===== config.mk =====
export PLATFORM = sky130hd
export DESIGN_NAME = timed_action_table_flat
export DESIGN_NICKNAME = d
export VERILOG_FILES = /design/src/rtl/tat_pkg.sv /design/src/rtl/tat_in_if.sv /design/src/rtl/tat_out_if.sv /design/src/rtl/tat_ram.sv /design/src/rtl/timed_action_table.sv /design/src/flat_wrapper.sv
export SDC_FILE = /design/constraint.sdc
export NUM_CORES = 2
export LEC_CHECK = 0
export BUFFER_PORTS_ARGS = -buffer_cell sky130_fd_sc_hd__buf_2
export CORE_MARGIN = 2
export CORE_UTILIZATION = 50
export DETAILED_ROUTE_END_ITERATION = 16
export PLACE_DENSITY = 0.68
export SETUP_SLACK_MARGIN = 0.4
export SYNTH_ARGS = -nofsm -noshare
export SYNTH_HDL_FRONTEND = slang
export SYNTH_SLANG_ARGS = --single-unit

===== constraint.sdc =====
create_clock -name clk -period 7.5 [get_ports clk]
set_input_delay 1.5 -clock clk [delete_from_list [all_inputs] [get_ports clk]]
set_output_delay 1.5 -clock clk [all_outputs]
set_load 0.05 [all_outputs]

===== src/rtl/tat_pkg.sv =====
`default_nettype none

package tat_pkg;

    localparam int TAT_DEPTH_DEFAULT = 16;
    localparam int ID_W    = 16;
    localparam int TIME_W  = 48;
    localparam int SPAN_W  = 24;
    localparam int REP_W   = 16;

    typedef enum logic [1:0] {
        REQ_SCHEDULE = 2'd0,
        REQ_PERIODIC = 2'd1,
        REQ_CANCEL   = 2'd2,
        REQ_TICK     = 2'd3
    } req_t;

    typedef enum logic [2:0] {
        ST_SCHEDULED = 3'd0,
        ST_DUPLICATE = 3'd1,
        ST_INVALID   = 3'd2,
        ST_FULL      = 3'd3,
        ST_CANCELLED = 3'd4,
        ST_NOT_FOUND = 3'd5,
        ST_FIRED     = 3'd6,
        ST_NONE_DUE  = 3'd7
    } status_t;

    typedef struct packed {
        logic [ID_W-1:0]   id;
        logic [TIME_W-1:0] due;
        logic              periodic;
        logic [REP_W-1:0]  repeats;
        logic [SPAN_W-1:0] period;
    } entry_t;

    localparam int ENTRY_W = $bits(entry_t);

endpackage

`default_nettype wire


===== src/rtl/tat_in_if.sv =====
`default_nettype none

interface tat_in_if;
    import tat_pkg::*;

    logic                valid;
    logic                ready;
    req_t                req_type;
    logic [ID_W-1:0]     action_id;
    logic [SPAN_W-1:0]   delay;
    logic [SPAN_W-1:0]   period;
    logic [REP_W-1:0]    repeat_total;

    modport source (output valid, req_type, action_id, delay, period, repeat_total,
                    input ready);
    modport sink   (input valid, req_type, action_id, delay, period, repeat_total,
                    output ready);
endinterface

`default_nettype wire


===== src/rtl/tat_out_if.sv =====
`default_nettype none

interface tat_out_if #(
    parameter int CW = 5
);
    import tat_pkg::*;

    logic            valid;
    logic            ready;
    status_t         status;
    logic [ID_W-1:0] fired_id;
    logic [CW-1:0]   entries_in_use;
    logic            last;

    modport source (output valid, status, fired_id, entries_in_use, last, input ready);
    modport sink   (input valid, status, fired_id, entries_in_use, last, output ready);
endinterface

`default_nettype wire


===== src/rtl/tat_ram.sv =====
`default_nettype none

module tat_ram #(
    parameter int W = 8,
    parameter int D = 16
) (
    input  wire logic                 clk,
    input  wire logic                 we,
    input  wire logic [$clog2(D)-1:0] waddr,
    input  wire logic [W-1:0]         wdata,
    input  wire logic [$clog2(D)-1:0] raddr,
    output logic      [W-1:0]         rdata
);
    logic [W-1:0] mem [D];

    always_ff @(posedge clk)
    begin
        if (we)
        begin
            mem[waddr] <= wdata;
        end
        rdata <= mem[raddr];
    end
endmodule

`default_nettype wire


===== src/rtl/timed_action_table.sv =====
// Timed action table.
// in_ch carries requests: schedule after delay, schedule periodic, cancel, tick.
// out_ch carries results; each request gives one result, except a tick, which
// gives one "fired" beat per fired entry in table order (or one "none due" beat).
// The beat marked last closes the request; entries_in_use is the table
// occupancy after the whole request.
// One request at a time: in_ch.ready is high only while the sequencer is idle.
// Periodic requests and schedules with id zero skip the table walk. Schedule,
// cancel and tick walk the table through one read port, one entry a cycle; a
// tick then reads each fired id back from a small buffer memory before its
// fired beat.
// A stalled out_ch holds its beat and stops the sequencer at its next result.
// Reset clears time and occupancy; the table memories need no clearing since
// only slots below the occupancy are ever read.
`default_nettype none

module timed_action_table #(
    parameter int TABLE_DEPTH = tat_pkg::TAT_DEPTH_DEFAULT,
    parameter int CW          = $clog2(TABLE_DEPTH + 1)
) (
    input  wire logic  clk,
    input  wire logic  rst_n,
    tat_in_if.sink     in_ch,
    tat_out_if.source  out_ch
);
    import tat_pkg::*;

    localparam int AW = $clog2(TABLE_DEPTH);
    localparam logic [CW-1:0] FULL_CNT = CW'(TABLE_DEPTH);

    typedef enum logic [2:0] {
        S_IDLE,
        S_SCAN,
        S_FINISH,
        S_EMIT_RD,
        S_EMIT_WT
    } state_t;

    state_t              state_reg;
    req_t                op_reg;
    logic [ID_W-1:0]     id_reg;
    logic [SPAN_W-1:0]   delay_reg;
    logic [SPAN_W-1:0]   period_reg;
    logic [REP_W-1:0]    rep_reg;
    logic [TIME_W-1:0]   now_reg;
    logic [CW-1:0]       used_reg;
    logic [CW-1:0]       rd_idx_reg;
    logic [CW-1:0]       wr_idx_reg;
    logic [CW-1:0]       nf_reg;
    logic [CW-1:0]       k_reg;
    logic                eval_vld_reg;
    logic                found_reg;

    logic                out_vld_reg;
    status_t             out_status_reg;
    logic [ID_W-1:0]     out_id_reg;
    logic [CW-1:0]       out_used_reg;
    logic                out_last_reg;

    logic                tbl_we;
    logic [AW-1:0]       tbl_waddr;
    entry_t              tbl_wdata;
    entry_t              tbl_rdata;
    logic                fire_we;
    logic [ID_W-1:0]     fire_rdata;

    logic                out_free;
    logic                load_beat;
    logic                hit;
    logic                rearm;
    logic                keep;
    logic                issue;
    entry_t              upd;

    assign in_ch.ready           = (state_reg == S_IDLE);
    assign out_ch.valid          = out_vld_reg;
    assign out_ch.status         = out_status_reg;
    assign out_ch.fired_id       = out_id_reg;
    assign out_ch.entries_in_use = out_used_reg;
    assign out_ch.last           = out_last_reg;

    assign out_free = !out_vld_reg || out_ch.ready;
    assign issue    = (state_reg == S_SCAN) && (rd_idx_reg != used_reg);
    // a beat is loaded by every finish except a tick that goes on to emit fired ids, and by every fired-id emit
    assign load_beat = out_free
                       && ((state_reg == S_FINISH && !(op_reg == REQ_TICK && nf_reg != '0))
                           || state_reg == S_EMIT_WT);

    always_comb
    begin
        hit   = (tbl_rdata.due <= now_reg);
        rearm = tbl_rdata.periodic && (tbl_rdata.repeats > REP_W'(1));
        keep  = !hit || rearm;
        upd   = tbl_rdata;
        if (hit && rearm)
        begin
            upd.repeats = tbl_rdata.repeats - REP_W'(1);
            upd.due     = now_reg + TIME_W'(tbl_rdata.period);
        end

        tbl_we    = 1'b0;
        tbl_waddr = wr_idx_reg[AW-1:0];
        tbl_wdata = upd;
        fire_we   = 1'b0;

        if (state_reg == S_SCAN && eval_vld_reg)
        begin
            case (op_reg)
                REQ_CANCEL:
                begin
                    // move survivors down unchanged
                    tbl_we    = (tbl_rdata.id != id_reg);
                    tbl_wdata = tbl_rdata;
                end
                REQ_TICK:
                begin
                    tbl_we  = keep;
                    fire_we = hit;
                end
                default: tbl_we = 1'b0;
            endcase
        end
        else if (state_reg == S_FINISH && out_free && id_reg != '0
                 && (op_reg == REQ_SCHEDULE || op_reg == REQ_PERIODIC)
                 && !found_reg && used_reg != FULL_CNT)
        begin
            // append at the tail
            tbl_we             = 1'b1;
            tbl_waddr          = used_reg[AW-1:0];
            tbl_wdata.id       = id_reg;
            tbl_wdata.periodic = (op_reg == REQ_PERIODIC);
            if (op_reg == REQ_PERIODIC)
            begin
                tbl_wdata.due     = now_reg;
                tbl_wdata.repeats = rep_reg;
                tbl_wdata.period  = period_reg;
            end
            else
            begin
                tbl_wdata.due     = now_reg + TIME_W'(delay_reg);
                tbl_wdata.repeats = '0;
                tbl_wdata.period  = '0;
            end
        end
    end

    tat_ram #(.W(ENTRY_W), .D(TABLE_DEPTH)) u_table (
        .clk   (clk),
        .we    (tbl_we),
        .waddr (tbl_waddr),
        .wdata (tbl_wdata),
        .raddr (rd_idx_reg[AW-1:0]),
        .rdata (tbl_rdata)
    );

    tat_ram #(.W(ID_W), .D(TABLE_DEPTH)) u_fired (
        .clk   (clk),
        .we    (fire_we),
        .waddr (nf_reg[AW-1:0]),
        .wdata (tbl_rdata.id),
        .raddr (k_reg[AW-1:0]),
        .rdata (fire_rdata)
    );

    always_ff @(posedge clk or negedge rst_n)
    begin
        if (!rst_n)
        begin
            state_reg    <= S_IDLE;
            now_reg      <= '0;
            used_reg     <= '0;
            rd_idx_reg   <= '0;
            wr_idx_reg   <= '0;
            nf_reg       <= '0;
            k_reg        <= '0;
            eval_vld_reg <= 1'b0;
            found_reg    <= 1'b0;
            out_vld_reg  <= 1'b0;
        end
        else
        begin
            if (load_beat)
            begin
                out_vld_reg <= 1'b1;
            end
            else if (out_ch.ready)
            begin
                out_vld_reg <= 1'b0;
            end

            case (state_reg)
                S_IDLE:
                begin
                    if (in_ch.valid)
                    begin
                        op_reg       <= in_ch.req_type;
                        id_reg       <= in_ch.action_id;
                        delay_reg    <= in_ch.delay;
                        period_reg   <= in_ch.period;
                        rep_reg      <= in_ch.repeat_total;
                        rd_idx_reg   <= '0;
                        wr_idx_reg   <= '0;
                        nf_reg       <= '0;
                        eval_vld_reg <= 1'b0;
                        found_reg    <= 1'b0;
                        if (in_ch.req_type == REQ_TICK)
                        begin
                            now_reg <= now_reg + TIME_W'(1);
                        end
                        if (in_ch.req_type == REQ_PERIODIC
                            || (in_ch.req_type == REQ_SCHEDULE && in_ch.action_id == '0))
                        begin
                            state_reg <= S_FINISH;
                        end
                        else
                        begin
                            state_reg <= S_SCAN;
                        end
                    end
                end

                S_SCAN:
                begin
                    // read slot i while slot i-1 is evaluated
                    eval_vld_reg <= issue;
                    if (issue)
                    begin
                        rd_idx_reg <= rd_idx_reg + CW'(1);
                    end
                    if (eval_vld_reg)
                    begin
                        if (tbl_we)
                        begin
                            wr_idx_reg <= wr_idx_reg + CW'(1);
                        end
                        if (fire_we)
                        begin
                            nf_reg <= nf_reg + CW'(1);
                        end
                        if (op_reg == REQ_SCHEDULE && tbl_rdata.id == id_reg)
                        begin
                            found_reg <= 1'b1;
                        end
                    end
                    if (!issue && !eval_vld_reg)
                    begin
                        state_reg <= S_FINISH;
                    end
                end

                S_FINISH:
                begin
                    if (out_free)
                    begin
                        out_last_reg <= 1'b1;
                        case (op_reg)
                            REQ_CANCEL:
                            begin
                                state_reg      <= S_IDLE;
                                out_id_reg     <= id_reg;
                                used_reg       <= wr_idx_reg;
                                out_used_reg   <= wr_idx_reg;
                                out_status_reg <= (wr_idx_reg != used_reg) ? ST_CANCELLED
                                                                           : ST_NOT_FOUND;
                            end
                            REQ_TICK:
                            begin
                                used_reg <= wr_idx_reg;
                                k_reg    <= '0;
                                if (nf_reg == '0)
                                begin
                                    state_reg      <= S_IDLE;
                                    out_used_reg   <= wr_idx_reg;
                                    out_status_reg <= ST_NONE_DUE;
                                    out_id_reg     <= '0;
                                end
                                else
                                begin
                                    state_reg <= S_EMIT_RD;
                                end
                            end
                            default:
                            begin
                                state_reg    <= S_IDLE;
                                out_id_reg   <= id_reg;
                                out_used_reg <= used_reg;
                                if (id_reg == '0)
                                begin
                                    out_status_reg <= ST_INVALID;
                                end
                                else if (found_reg)
                                begin
                                    out_status_reg <= ST_DUPLICATE;
                                end
                                else if (used_reg == FULL_CNT)
                                begin
                                    out_status_reg <= ST_FULL;
                                end
                                else
                                begin
                                    out_status_reg <= ST_SCHEDULED;
                                    used_reg       <= used_reg + CW'(1);
                                    out_used_reg   <= used_reg + CW'(1);
                                end
                            end
                        endcase
                    end
                end

                S_EMIT_RD:
                begin
                    state_reg <= S_EMIT_WT;
                end

                S_EMIT_WT:
                begin
                    if (out_free)
                    begin
                        out_status_reg <= ST_FIRED;
                        out_id_reg     <= fire_rdata;
                        out_used_reg   <= used_reg;
                        out_last_reg   <= (k_reg + CW'(1) == nf_reg);
                        k_reg          <= k_reg + CW'(1);
                        state_reg      <= (k_reg + CW'(1) == nf_reg) ? S_IDLE : S_EMIT_RD;
                    end
                end

                default:
                begin
                    state_reg <= S_IDLE;
                end
            endcase
        end
    end
endmodule

`default_nettype wire


===== src/flat_wrapper.sv =====
// flat-port wrapper written by rule: the top's interface ports become plain ports
module timed_action_table_flat import tat_pkg::*;
#(
    parameter int TABLE_DEPTH = tat_pkg::TAT_DEPTH_DEFAULT,
    parameter int CW          = $clog2(TABLE_DEPTH + 1)
)
  (clk, rst_n, in_ch_valid, in_ch_req_type, in_ch_action_id, in_ch_delay, in_ch_period, in_ch_repeat_total, in_ch_ready, out_ch_valid, out_ch_status, out_ch_fired_id, out_ch_entries_in_use, out_ch_last, out_ch_ready);
  tat_in_if in_ch_i ();
  tat_out_if #(.CW(CW)) out_ch_i ();
  input  wire logic clk;
  input  wire logic rst_n;
  input wire logic [$bits(in_ch_i.valid)-1:0] in_ch_valid;
  input wire logic [$bits(in_ch_i.req_type)-1:0] in_ch_req_type;
  input wire logic [$bits(in_ch_i.action_id)-1:0] in_ch_action_id;
  input wire logic [$bits(in_ch_i.delay)-1:0] in_ch_delay;
  input wire logic [$bits(in_ch_i.period)-1:0] in_ch_period;
  input wire logic [$bits(in_ch_i.repeat_total)-1:0] in_ch_repeat_total;
  output wire logic [$bits(in_ch_i.ready)-1:0] in_ch_ready;
  output wire logic [$bits(out_ch_i.valid)-1:0] out_ch_valid;
  output wire logic [$bits(out_ch_i.status)-1:0] out_ch_status;
  output wire logic [$bits(out_ch_i.fired_id)-1:0] out_ch_fired_id;
  output wire logic [$bits(out_ch_i.entries_in_use)-1:0] out_ch_entries_in_use;
  output wire logic [$bits(out_ch_i.last)-1:0] out_ch_last;
  input wire logic [$bits(out_ch_i.ready)-1:0] out_ch_ready;
  assign in_ch_i.valid = in_ch_valid;
  assign in_ch_i.req_type = in_ch_req_type;
  assign in_ch_i.action_id = in_ch_action_id;
  assign in_ch_i.delay = in_ch_delay;
  assign in_ch_i.period = in_ch_period;
  assign in_ch_i.repeat_total = in_ch_repeat_total;
  assign in_ch_ready = in_ch_i.ready;
  assign out_ch_valid = out_ch_i.valid;
  assign out_ch_status = out_ch_i.status;
  assign out_ch_fired_id = out_ch_i.fired_id;
  assign out_ch_entries_in_use = out_ch_i.entries_in_use;
  assign out_ch_last = out_ch_i.last;
  assign out_ch_i.ready = out_ch_ready;
  timed_action_table #(.TABLE_DEPTH(TABLE_DEPTH), .CW(CW)) u_core (.clk(clk), .rst_n(rst_n), .in_ch(in_ch_i), .out_ch(out_ch_i));
endmodule

==> run_results.csv <==
group,metric,value,unit
clocking,h-tree-depth,4,
floorplan,pin_count,113,
final_layout,nFillCells,13000,
routing,drt-total-wl,217000,µm
yosys,synth_top_family_by_area,"multiplexers",
yosys,synth-simple-area-share,3.84,%
worst_setup_path,crit_type,"reg2reg",
final_layout,top_regs,"u_core.u_table.mem (1680), u_core.u_fired.mem (256), u_core.u_table.rdata (105)",
clocking,cts_hold_buf,0,
yosys,yosys_warnings,0,
clocking,clock-sinks,2243,
yosys,synth-compound-area-share,3.02,%
clocking,cts_buffers,218,
timing,slew_viol_final,0,
yosys,yosys.cell_types.count,97,
worst_setup_path,timing.critical_path.from_type,"register",
yosys,ys_seq_area_share,73.3,%
clocking,clkTransAtPathRegs,0.07,ns
worst_setup_path,endpoint_kind,"register",
clocking,clk_latency,0.85,ns
floorplan,rows,155,
floorplan,initial_core_util,50.3,%
clocking,clockBufferDepth,3,
power,power.density,388,nW/µm²
timing,max_freq,185,MHz
clocking,cts_root_buf,"clkbuf_16",
power,ir_worst_vdd,0.280,mV
floorplan,die-width,427,µm
floorplan,dieHeight,427,µm
timing,finClkSkew,0.0408,ns
yosys,synth_mux_area_share,15.4,%
hold_path,hp-class,"reg2reg",
grt,grtUsageTotal,24.0,%
grt,grt_max_degree,150,
worst_setup_path,cp_data_arrival_time,5.88,ns
final_layout,top_register,"u_core.u_table.mem",
clocking,ctsResizeCount,0,
yosys,syn_avg_cell_area,19.7,µm²
yosys,synth_nets,4743,
routing,wl_per_cell,29.5,µm
timing,fin_crit,5.40,ns
yosys,syn_area,89700,µm²
flow_run,max_cap_violations,0,
floorplan,coreArea,178000,µm²
grt,grt_pass1_vias,45500,
timing,worst_slew_pin_slew,1.32,ns
floorplan,dieArea,183000,µm²
timing,max_slew_margin,11.7,%
routing,viasPerCell,6.21,
routing,drc,0,
yosys,synth_edf_count,2043,
worst_setup_path,worstPathRequired,7.98,ns
timing,hold_violations,0,
yosys,synthArstFlopShare,3.52,%
placed_design,place_inst,6917,
clocking,post_cts_buffers,0,
yosys,synthXorXnorAreaFrac,1.58,%
yosys,synth_flop_cell,"edfxtp_1",
routing,num_vias,45500,
final_layout,final_layout_size_suffix_gt1_share,25.2,%
final_layout,seqCellArea,65800,µm²
final_layout,final_nets,4978,
power,p_leak,32.3,nW
final_layout,largest_reg_flops,1680,
yosys,synth_cells,4547,
worst_setup_path,path_max_fanout,39,
routing,first_pass_iters,5,
final_layout,multi_input_area,22900,µm²
routing,first_iter_violations,5369,
timing,post-route-period-util,72.0,%
grt,grt_pass1_wl,317000,µm
yosys,synth-adder-area-share,1.55,%
timing,setup_violations,0,
final_layout,instances_no_fill,7333,
timing,rsz0062_at_grt,"false",
grt,antenna_found_initial,3,
routing,antenna_left,0,
grt,grt_remaining_overflow,0,
final_layout,area_delta_synth_final,12.5,%
placed_design,io_buffers,112,
placed_design,placed_cell_area,93700,µm²
clocking,cts_tree,"yes",
placed_design,dp_hpwl,127000,µm
yosys,ys_ff_latch,2243,
final_layout,design_area,101000,µm²
placed_design,gp_congestion,0.899,
status,status,"completed",
synth_stat cells (6+ instances only):
cell type  instances  area [µm²]
edfxtp_1        2043       61300
mux4_2           605       13600
nand2_1          287        1080
clkbuf_1         139         522
dfxtp_1          121        2420
xnor2_1          120        1050
nor2_1           117         439
a21oi_1          111         556
ha_1             108        1350
nand3_1          102         510
o21ai_0           81         405
dfrtp_1           79        1980
inv_1             78         293
buf_1             55         206
xor2_1            42         368
nor3_1            39         195
nand4_1           30         188
o211ai_1          23         173
nor4_1            19         119
a211oi_1          18         135
a21o_1            18         135
and3_1            17         106
nand2b_1          17         106
a22oi_1           16         120
buf_2             16        80.1
nor2b_1           16         100
a31oi_1           12        75.1
mux2i_1           12         120
and4_1            11        96.3
and2_1            10        62.6
o21ai_1           10        50.1
or3_1              9        56.3
o21a_1             8        60.1
o221ai_1           8        70.1
o22ai_1            8        50.1
a221o_1            7        70.1
o21bai_1           7        52.6
o31ai_1            6        45.0
or4_1              6        45.0
worst paths after layout:
| check | startpoint | endpoint | slack, ns | cells past startpoint |
|---|---|---|---|---|
| worst max-delay path | u_core.now_reg[24]$_DFFE_PN0P_ | u_core.u_table.mem[10][88]$_DFFE_PP_ | 2.10 | 13 |
| worst min-delay path | u_core.u_fired.rdata[6]$_DFF_P_ | u_core.out_ch.fired_id[6]$_DFFE_PP_ | 0.51 | 2 |
| worst max register to register | u_core.now_reg[24]$_DFFE_PN0P_ | u_core.u_table.mem[10][88]$_DFFE_PP_ | 2.10 | 13 |
| worst min register to register | u_core.u_fired.rdata[6]$_DFF_P_ | u_core.out_ch.fired_id[6]$_DFFE_PP_ | 0.51 | 2 |
| max in group asynchronous | rst_n | u_core.now_reg[40]$_DFFE_PN0P_ | 5.66 | 2 |
| min in group asynchronous | rst_n | u_core.nf_reg[0]$_DFFE_PN0P_ | 0.62 | 1 |
layout make-up:
cell class              instances  area share (%)
inverters                      79           0.294
diodes                          1         0.00248
clock buffers                 308            6.02
repair buffers                232            1.76
well taps                    2355            2.92
clock inverters               107            1.08
multi-input cells            2008            22.7
flip-flops and latches       2243            65.2
routing by layer:
| layer | global-route usage (%) | vias to the layer above | part of all wire, % | routed length [µm] |
|---|---|---|---|---|
| met5 | 0 | - | 0 | 0 |
| met1 | 34.2 | 24200 | 41 | 89000 |
| met2 | 38.4 | 1933 | 49 | 106000 |
| met3 | 3.51 | 331 | 6.7 | 14600 |
| li1 | - | 19100 | - | - |
| met4 | 8.04 | 0 | 3.3 | 7170 |
through the flow:
| stage | TNS (ns) | hold slack, ns | setup slack [ns] | power (mW) | util [%] |
|---|---|---|---|---|---|
| floorplan | -109.18 | 0.467 | -0.260 | 24.7 | - |
| global placement | 0 | 0.491 | 2.27 | 28.3 | 52.6 |
| detailed placement | 0 | 0.492 | 2.10 | 28.5 | 52.6 |
| CTS | 0 | 0.516 | 2.05 | 39.3 | 56.6 |
| global route | 0 | 0.534 | 1.77 | 40.7 | 56.6 |
| finish | 0 | 0.513 | 2.10 | 39.1 | 56.6 |
worst max-delay path: stages, from the launching register on:
cell and delay [ns]:
dfrtp_1 0.66, inv_1 0.25, ha_1 0.34, and4_1 0.23, nand3_1 0.10, nor3_1 0.51, nor3b_1 0.39, a2111oi_2 0.12
nor2_2 0.29, o2111ai_4 0.30, o31a_1 0.47, nor2_4 0.14, buf_4 0.63, buf_4 0.53
power breakdown:
part	internal (mW)	leakage [nW]	switching, mW
Combinational	3.99	8.43	6.13
Sequential	17.0	20.4	1.11
Clock	6.19	3.49	4.69
cells in the final DEF (no fill, tap or decap), types with 80 or more instances in the layout:
cell	n
a21oi_1	108
clkbuf_16	221
xnor2_1	120
nand3_1	102
mux4_2	605
dfxtp_1	121
nor2_1	102
edfxtp_1	2043
nand2_1	287
buf_2	111
o21ai_0	80
buf_4	96
ha_1	108
cell families after synthesis:
kind of cell,count (synthesis)
DFF,2243
and+or+nand+nor,717
xor gates and xnor gates,162
AOI/OAI and AO/OA,399
adders and majority gates,110
muxes,620
buffers and inverters,296
Power figures use the tool's default switching activity.
